`src/sv/vcu_pkg.sv`:
```
// Shared types and constants for the vector clock unit.
`default_nettype none

package vcu_pkg;

	// Default number of clock entries held in the clock memory.
	localparam int MAX_ENTRIES_DEF = 16;

	// Fixed field widths of the transaction payload.
	localparam int OP_W   = 2;
	localparam int IDX_W  = 4;
	localparam int VAL_W  = 32;
	localparam int ID_W   = 8;
	localparam int CLEN_W = 5;

	// Clock length after reset.
	localparam logic [CLEN_W-1:0] CLOCK_LENGTH_RESET = 5'd16;

	// Operation codes.
	typedef enum logic [OP_W-1:0] {
		OP_TICK    = 2'd0,
		OP_MERGE   = 2'd1,
		OP_COMPARE = 2'd2,
		OP_READ    = 2'd3
	} op_t;

	// Causal relation codes.
	typedef enum logic [1:0] {
		REL_FIRST_BEFORE  = 2'd0,
		REL_SECOND_BEFORE = 2'd1,
		REL_EQUAL         = 2'd2,
		REL_CONCURRENT    = 2'd3
	} rel_t;

	// One compare element handed to the order tracker.
	typedef struct packed {
		logic en;
		logic first;
		logic last;
		logic less;
		logic greater;
		logic id_less;
	} cmp_req_t;

	// Order reported on the final compare element.
	typedef struct packed {
		logic order_valid;
		logic second_first;
		rel_t relation;
	} cmp_res_t;

endpackage

`default_nettype wire

```
`src/sv/vcu_clock_mem.sv`:
```
// Clock entry memory with synchronous read, entry valid bits and write forwarding.
`default_nettype none

module vcu_clock_mem #(
	parameter int MAX_ENTRIES = vcu_pkg::MAX_ENTRIES_DEF,
	parameter int AW          = $clog2(MAX_ENTRIES)
) (
	input  wire logic                     clk,
	input  wire logic                     arst_n,
	input  wire logic                     rd_en,
	input  wire logic [AW-1:0]            rd_addr,
	output logic      [vcu_pkg::VAL_W-1:0] rd_value,
	input  wire logic                     wr_en,
	input  wire logic [AW-1:0]            wr_addr,
	input  wire logic [vcu_pkg::VAL_W-1:0] wr_data
);
	import vcu_pkg::*;

	logic [VAL_W-1:0]       mem_q [MAX_ENTRIES];
	logic [VAL_W-1:0]       rd_data_q;
	logic [MAX_ENTRIES-1:0] entry_vld_q;
	logic                   rd_vld_q;
	logic [AW-1:0]          rd_addr_q;
	logic                   last_vld_q;
	logic [AW-1:0]          last_addr_q;
	logic [VAL_W-1:0]       last_data_q;

	// Storage array: one write port and one registered read port.
	always_ff @(posedge clk) begin
		if (wr_en) begin
			mem_q[wr_addr] <= wr_data;
		end
		if (rd_en) begin
			rd_data_q <= mem_q[rd_addr];
		end
	end

	// Entry valid bits stand in for clearing the array at reset.
	always_ff @(posedge clk or negedge arst_n) begin
		if (!arst_n) begin
			entry_vld_q <= '0;
			rd_vld_q    <= 1'b0;
			rd_addr_q   <= '0;
		end else begin
			if (wr_en) begin
				entry_vld_q[wr_addr] <= 1'b1;
			end
			if (rd_en) begin
				rd_vld_q  <= entry_vld_q[rd_addr];
				rd_addr_q <= rd_addr;
			end
		end
	end

	// The most recent write is kept so a read issued on the same edge sees it.
	always_ff @(posedge clk or negedge arst_n) begin
		if (!arst_n) begin
			last_vld_q  <= 1'b0;
			last_addr_q <= '0;
		end else if (wr_en) begin
			last_vld_q  <= 1'b1;
			last_addr_q <= wr_addr;
		end
	end

	always_ff @(posedge clk) begin
		if (wr_en) begin
			last_data_q <= wr_data;
		end
	end

	// Read result with forwarding; unwritten entries read as zero.
	always_comb begin
		if (last_vld_q && (last_addr_q == rd_addr_q)) begin
			rd_value = last_data_q;
		end else if (rd_vld_q) begin
			rd_value = rd_data_q;
		end else begin
			rd_value = '0;
		end
	end

endmodule

`default_nettype wire

```
`src/sv/vcu_order_unit.sv`:
```
// Compare flag tracker that reports the causal order of two streamed vectors.
`default_nettype none

module vcu_order_unit (
	input  wire logic              clk,
	input  wire logic              arst_n,
	input  wire vcu_pkg::cmp_req_t req,
	output vcu_pkg::cmp_res_t      res
);
	import vcu_pkg::*;

	logic saw_less_q;
	logic saw_greater_q;
	logic less_now;
	logic greater_now;

	// Fold the current element into the flags; a first element restarts them.
	assign less_now    = (saw_less_q && !req.first) || req.less;
	assign greater_now = (saw_greater_q && !req.first) || req.greater;

	// Flags advance on each compare transaction and clear after the last one.
	always_ff @(posedge clk or negedge arst_n) begin
		if (!arst_n) begin
			saw_less_q    <= 1'b0;
			saw_greater_q <= 1'b0;
		end else if (req.en) begin
			if (req.last) begin
				saw_less_q    <= 1'b0;
				saw_greater_q <= 1'b0;
			end else begin
				saw_less_q    <= less_now;
				saw_greater_q <= greater_now;
			end
		end
	end

	// Order decision on the final element; ties put the smaller id first, or the second on equal ids.
	always_comb begin
		res.order_valid  = 1'b0;
		res.second_first = 1'b0;
		res.relation     = REL_FIRST_BEFORE;
		if (req.en && req.last) begin
			res.order_valid = 1'b1;
			if (less_now && !greater_now) begin
				res.relation     = REL_FIRST_BEFORE;
				res.second_first = 1'b0;
			end else if (greater_now && !less_now) begin
				res.relation     = REL_SECOND_BEFORE;
				res.second_first = 1'b1;
			end else begin
				res.relation     = less_now ? REL_CONCURRENT : REL_EQUAL;
				res.second_first = !req.id_less;
			end
		end
	end

endmodule

`default_nettype wire

```
`src/sv/vector_clock_unit_top.sv`:
```
// Path: an accepted transaction passes through stage one and the output register,
// where its result is held while the output is stalled. Throughput: one
// transaction per cycle unless the output stalls, set by the read-modify-write on
// the clock memory, which forwards the most recent write to the following read.
// Reset: all clock entries read as zero, both compare flags clear, and the
// clock length returns to 16; reset is asynchronous and active low.
`default_nettype none

module vector_clock_unit_top #(
	parameter int MAX_ENTRIES = vcu_pkg::MAX_ENTRIES_DEF
) (
	input  wire logic                       clk,
	input  wire logic                       arst_n,
	input  wire logic                       cfg_we,
	input  wire logic [vcu_pkg::CLEN_W-1:0] cfg_wdata,
	input  wire logic                       in_valid,
	output logic                            in_stall,
	input  wire logic [vcu_pkg::OP_W-1:0]   op,
	input  wire logic [vcu_pkg::IDX_W-1:0]  entry_index,
	input  wire logic [vcu_pkg::VAL_W-1:0]  value_a,
	input  wire logic [vcu_pkg::VAL_W-1:0]  value_b,
	input  wire logic [vcu_pkg::ID_W-1:0]   id_a,
	input  wire logic [vcu_pkg::ID_W-1:0]   id_b,
	output logic                            out_valid,
	input  wire logic                       out_stall,
	output logic [vcu_pkg::VAL_W-1:0]       entry_value,
	output logic                            order_valid,
	output logic                            second_first,
	output logic [1:0]                      relation
);
	import vcu_pkg::*;

	localparam int AW    = $clog2(MAX_ENTRIES);
	localparam int LEN_W = ($clog2(MAX_ENTRIES + 1) > CLEN_W) ?
		$clog2(MAX_ENTRIES + 1) : CLEN_W;
	localparam logic [LEN_W-1:0] MAX_LEN = LEN_W'(MAX_ENTRIES);

	logic [CLEN_W-1:0] clock_length_q;

	logic              vld_s1;
	logic [OP_W-1:0]   op_s1;
	logic [IDX_W-1:0]  idx_s1;
	logic [VAL_W-1:0]  va_s1;
	logic [VAL_W-1:0]  vb_s1;
	logic [ID_W-1:0]   ida_s1;
	logic [ID_W-1:0]   idb_s1;

	logic              out_valid_q;
	logic [VAL_W-1:0]  entry_value_q;
	logic              order_valid_q;
	logic              second_first_q;
	logic [1:0]        relation_q;

	logic              accept;
	logic              fire;
	logic [LEN_W-1:0]  clock_len;
	logic [LEN_W-1:0]  act_len;
	logic [LEN_W-1:0]  idx_ext;
	logic              in_range;
	logic              is_last;
	logic [VAL_W-1:0]  old_value;
	logic [VAL_W-1:0]  new_value;
	logic [VAL_W-1:0]  res_value;
	logic              upd_entry;
	cmp_req_t          cmp_req;
	cmp_res_t          cmp_res;

	// Clock length register.
	always_ff @(posedge clk or negedge arst_n) begin
		if (!arst_n) begin
			clock_length_q <= CLOCK_LENGTH_RESET;
		end else if (cfg_we) begin
			clock_length_q <= cfg_wdata;
		end
	end

	// Handshake: stage one moves on when the output register is free or drained.
	assign fire     = vld_s1 && (!out_valid_q || !out_stall);
	assign in_stall = vld_s1 && !fire;
	assign accept   = in_valid && !in_stall;

	// Stage one holds the transaction while its clock entry is read.
	always_ff @(posedge clk or negedge arst_n) begin
		if (!arst_n) begin
			vld_s1 <= 1'b0;
		end else if (accept) begin
			vld_s1 <= 1'b1;
		end else if (fire) begin
			vld_s1 <= 1'b0;
		end
	end

	always_ff @(posedge clk) begin
		if (accept) begin
			op_s1  <= op;
			idx_s1 <= entry_index;
			va_s1  <= value_a;
			vb_s1  <= value_b;
			ida_s1 <= id_a;
			idb_s1 <= id_b;
		end
	end

	vcu_clock_mem #(
		.MAX_ENTRIES (MAX_ENTRIES),
		.AW          (AW)
	) u_clock_mem (
		.clk      (clk),
		.arst_n   (arst_n),
		.rd_en    (accept),
		.rd_addr  (AW'(entry_index)),
		.rd_value (old_value),
		.wr_en    (fire && upd_entry),
		.wr_addr  (AW'(idx_s1)),
		.wr_data  (new_value)
	);

	// Active length and range check of the addressed entry.
	assign clock_len = LEN_W'(clock_length_q);
	assign act_len   = (clock_len > MAX_LEN) ? MAX_LEN : clock_len;
	assign idx_ext   = LEN_W'(idx_s1);
	assign in_range  = idx_ext < act_len;
	assign is_last   = idx_ext == (act_len - LEN_W'(1));

	// Entry update: saturating tick, max merge or plain read; else zero.
	always_comb begin
		new_value = old_value;
		res_value = '0;
		upd_entry = 1'b0;
		if (in_range) begin
			case (op_t'(op_s1))
				OP_TICK: begin
					if (old_value != '1) begin
						new_value = old_value + VAL_W'(1);
					end
					res_value = new_value;
					upd_entry = 1'b1;
				end
				OP_MERGE: begin
					if (old_value < va_s1) begin
						new_value = va_s1;
					end
					res_value = new_value;
					upd_entry = 1'b1;
				end
				OP_READ: begin
					res_value = old_value;
				end
				default: begin
					res_value = '0;
				end
			endcase
		end
	end

	// Compare element for the order tracker.
	always_comb begin
		cmp_req.en      = fire && in_range && (op_t'(op_s1) == OP_COMPARE);
		cmp_req.first   = idx_s1 == '0;
		cmp_req.last    = is_last;
		cmp_req.less    = va_s1 < vb_s1;
		cmp_req.greater = va_s1 > vb_s1;
		cmp_req.id_less = ida_s1 < idb_s1;
	end

	vcu_order_unit u_order_unit (
		.clk    (clk),
		.arst_n (arst_n),
		.req    (cmp_req),
		.res    (cmp_res)
	);

	// Output register holds one result until the transaction completes.
	always_ff @(posedge clk or negedge arst_n) begin
		if (!arst_n) begin
			out_valid_q <= 1'b0;
		end else if (fire) begin
			out_valid_q <= 1'b1;
		end else if (!out_stall) begin
			out_valid_q <= 1'b0;
		end
	end

	always_ff @(posedge clk) begin
		if (fire) begin
			entry_value_q  <= res_value;
			order_valid_q  <= cmp_res.order_valid;
			second_first_q <= cmp_res.second_first;
			relation_q     <= cmp_res.relation;
		end
	end

	assign out_valid    = out_valid_q;
	assign entry_value  = entry_value_q;
	assign order_valid  = order_valid_q;
	assign second_first = second_first_q;
	assign relation     = relation_q;

endmodule

`default_nettype wire

```
`config.mk`:
```
export PLATFORM = sky130hd
export DESIGN_NAME = vector_clock_unit_top
export DESIGN_NICKNAME = d
export VERILOG_FILES = /design/src/sv/vcu_pkg.sv /design/src/sv/vcu_clock_mem.sv /design/src/sv/vcu_order_unit.sv /design/src/sv/vector_clock_unit_top.sv
export SDC_FILE = /design/constraint.sdc
export NUM_CORES = 1
export LEC_CHECK = 0
export BUFFER_PORTS_ARGS = -buffer_cell sky130_fd_sc_hd__buf_2
export CAP_MARGIN = 20
export CORE_ASPECT_RATIO = 0.75
export CORE_MARGIN = 2
export CORE_UTILIZATION = 40
export DETAILED_ROUTE_END_ITERATION = 10
export PLACE_DENSITY = 0.59
export SYNTH_ARGS = -nofsm -noshare
export SYNTH_HDL_FRONTEND = slang
export SYNTH_SLANG_ARGS = --single-unit
```
`constraint.sdc`:
```
create_clock -name clk -period 6.2 [get_ports clk]
set_input_delay 0.31 -clock clk [delete_from_list [all_inputs] [get_ports clk]]
set_output_delay 0.31 -clock clk [all_outputs]
set_load 0.02 [all_outputs]
```
==> flow_summary.json <==
{
  "hpwl_mm": 54.3,
  "synth_top_area_share_pct": 66.0,
  "clock_latency_ns": 0.62,
  "core.rowCount": 89,
  "power_density_mw_per_mm2": 328,
  "first_iter_violations": 2309,
  "wl_per_cell_um": 26.4,
  "hold_ws_ns": 0.0367,
  "synthMostInstantiatedCell": "edfxtp_1",
  "antenna_found_initial": 1,
  "synth_nets": 2094,
  "ys_seq_elements": 733,
  "rsz0062_at_grt": "no",
  "crit_required_ns": 6.55,
  "endpoint_kind": "flip-flop",
  "async_reset_ff_share_pct": 4.77,
  "setup_viol": 0,
  "clockBufferDepth": 3,
  "cts_tree": "yes",
  "timing.max_cap.violations": 0,
  "syn_area_mm2": 0.0318,
  "clockRootBuffer": "clkbuf_16",
  "synth.area.top_cells": "edfxtp_1 66%, mux4_2 12%, ha_1 3.0%, dfrtp_1 2.7%, nand2_1 1.5%",
  "p_leak_nw": 13.1,
  "grt_max_degree": 91,
  "num_antenna_cells": 0,
  "drive_gt1_share_pct": 24.8,
  "start_util_pct": 40.4,
  "r2r_cells": 18,
  "syn_inst": 1922,
  "crit_arrival_ns": 6.22,
  "synth_edf_count": 698,
  "max_slew_margin_pct": 15.4,
  "port_buffers": 133,
  "avgSynthCellArea_um2": 16.5,
  "hold_path_class": "input pin to flip-flop",
  "hold-path-endpoint": "clock_len[2]",
  "drt_pass1_iterations": 6,
  "fillCellCount": 6751,
  "core_area_mm2": 0.0786,
  "dieWidth_um": 329,
  "ios": 134,
  "ir_worst_vdd_mv": 0.235,
  "via_per_inst": 5.81,
  "via_count": 19300,
  "place_congestion": 1.01,
  "r2r-end": "u_clock_mem.mem_q[1][24]",
  "min_path_cells": 2,
  "hold_viol": 0,
  "slew_violations": 0,
  "htree_levels": 3,
  "synthToLayoutAreaGrowth_pct": 17.3,
  "grt_pass1_wl_mm": 127,
  "finClkSkew_ns": 0.0230,
  "yosys-top-cells-count": "698 x edfxtp_1, 165 x mux4_2, 128 x nand2_1",
  "status": "finished clean",
  "post-route-period-util_pct": 94.6,
  "die_area_mm2": 0.0817,
  "cts.sinks": 733,
  "final_area_mm2": 0.0373,
  "multi_input_area_mm2": 0.00935,
  "r2r_slack_ns": 0.33,
  "synthFlopType": "edfxtp_1",
  "route.detailed.drc": 0,
  "place_area_mm2": 0.0341,
  "path_clk_slew_ns": 0.07,
  "drt_wl_total_mm": 87.6,
  "cts_resized": 0,
  "critPathKind": "flip-flop to flip-flop",
  "critPathLaunchType": "flip-flop",
  "hold_start": "cfg_we",
  "yosysSeqAreaShare_pct": 68.7,
  "ff_latch_area_mm2": 0.0218,
  "grt_use_total_pct": 21.4,
  "finalSetupTns_ns": 0,
  "dieHeight_um": 248,
  "cts_made_buffers": 69,
  "yosysTopAreaCell": "edfxtp_1",
  "yosysUniqueCellTypes": 77,
  "yosysWarnings": 0,
  "tightest_slew_ns": 1.27,
  "fin_nets": 2389,
  "reg2reg_from": "u_clock_mem.last_addr_q[1]",
  "postCtsSetupRepairBufs": 0,
  "max_freq_mhz": 170,
  "grt_pass1_vias": 18800,
  "period_needed_ns": 5.87,
  "crit_fanout": 33,
  "ant_nets": 0,
  "overflow": 0
}
-- what timing repair did --
| action | in CTS | in global routing |
|---|---|---|
| hold endpoints to repair | 123 | 0 |
| endpoints found under the setup margin | 0 | 39 |
| hold buffers | 91 | 0 |
-- area by class of cell --
| class | instances | area share (%) |
|---|---|---|
| sequential | 733 | 58.6 |
| multi-input combinational | 1004 | 25.1 |
| timing repair buffer | 312 | 6.07 |
| clock buffer | 83 | 4.86 |
| tap | 1046 | 3.51 |
| inverter | 97 | 0.984 |
| clock inverter | 40 | 0.883 |
-- state kept, by name, indices dropped and copies added, names as in the netlist, 2 cells and up --
register	flops
u_clock_mem.mem_q	512
op_s1	2
entry_value	32
u_clock_mem.rd_addr_q	4
u_clock_mem.last_data_q	32
u_clock_mem.last_addr_q	4
vb_s1	32
relation	2
va_s1	32
clock_len	5
u_clock_mem.rd_data_q	32
ida_s1	8
u_clock_mem.entry_vld_q	16
idx_s1	4
idb_s1	8
-- layout by cell type, fill, tap and decap left out, types with 8 or more instances in the layout --
cell	netlist	routed
a211o_1	8	8
a21o_1	17	17
a21oi_1	73	73
a22oi_1	9	9
a32oi_1	8	8
and3_1	9	9
buf_2	18	131
buf_4	0	88
clkbuf_1	48	12
clkbuf_16	0	70
clkinv_1	1	16
clkinv_2	0	12
dfrtp_1	34	34
dlygate4sd3_1	0	91
edfxtp_1	698	698
ha_1	76	76
inv_1	96	95
mux2_2	20	20
mux2i_1	9	9
mux4_2	165	165
nand2_1	128	128
nand2b_1	15	15
nand3_1	38	38
nand4_1	28	28
nor2_1	78	62
nor2_4	0	14
nor2b_1	8	8
nor3_1	36	32
nor4_1	8	8
o211ai_1	11	11
o21a_1	12	12
o21ai_0	53	53
o21ai_1	21	21
o22ai_1	26	26
or2_2	20	20
or3_1	11	11
xnor2_1	14	14
-- cells by family after synthesis --
group / after synthesis / synth area share, %
AO/OA/AOI/OAI: 306 / 6.33
buffers and inverters: 185 / 2.26
adder cells (fa/ha/maj): 76 / 2.99
flip-flops: 733 / 68.7
XOR/XNOR: 21 / 0.650
AND/OR/NAND/NOR: 407 / 6.33
multiplexers: 194 / 12.7
-- routing by layer --
metal	GRT usage (%)	part of all wire, %	vias up
met2	32.0	45	789
met5	0	0.021	-
met1	32.8	46	10100
li1	-	-	8269
met4	4.71	1.7	2
met3	3.51	6.8	133
-- through the flow --
stage | total power [W] | util, % | worst slack (ns) | instances
after floorplan | 0.00737 | - | 0.302 | 1922
after global placement | 0.00810 | 43.4 | 0.530 | 3091
after detailed placement | 0.00815 | 43.4 | 0.305 | 3092
after CTS | 0.0123 | 47.3 | 0.287 | 3306
after global routing | 0.0127 | 47.4 | 0.0000751 | 3315
final | 0.0122 | 47.4 | 0.332 | 3315
-- worst max-delay path, stage by stage, from the launching register on --
cell	delay [ns]
dfrtp_1	0.41
xnor2_2	0.25
nand3_4	0.22
nor2_4	0.59
buf_4	0.32
nand2_1	0.07
o21ai_1	0.29
ha_1	0.35
a21oi_1	0.13
o21ai_0	0.11
a211o_1	0.35
a211o_1	0.36
a211oi_2	0.36
or2_1	0.19
buf_4	0.22
nand2_1	0.42
buf_4	0.33
o22ai_1	0.15
a21o_1	0.45
-- worst max path at each step --
stage / from / endpoint / slack (ns)
after floorplan: clock_len[4] / u_clock_mem.mem_q[15][0] / 0.30
after global placement: u_clock_mem.rd_addr_q[3] / u_clock_mem.mem_q[14][22] / 0.53
after detailed placement: u_clock_mem.last_addr_q[1] / u_clock_mem.mem_q[0][22] / 0.31
after global routing: u_clock_mem.last_addr_q[1] / u_clock_mem.mem_q[6][25] / 0.00008
final: u_clock_mem.last_addr_q[1] / u_clock_mem.mem_q[1][24] / 0.33
after CTS: u_clock_mem.last_addr_q[1] / u_clock_mem.mem_q[0][22] / 0.29
-- power by group --
part / switching (W) / leakage [nW] / total, W / internal [W]
Combinational: 0.00134 / 5.13 / 0.00209 / 0.000743
Sequential: 0.000145 / 6.89 / 0.00607 / 0.00592
Clock: 0.00182 / 1.04 / 0.00409 / 0.00226
Total: 0.00331 / 13.1 / 0.0122 / 0.00893
No activity file was read; power rests on OpenSTA's default activity.
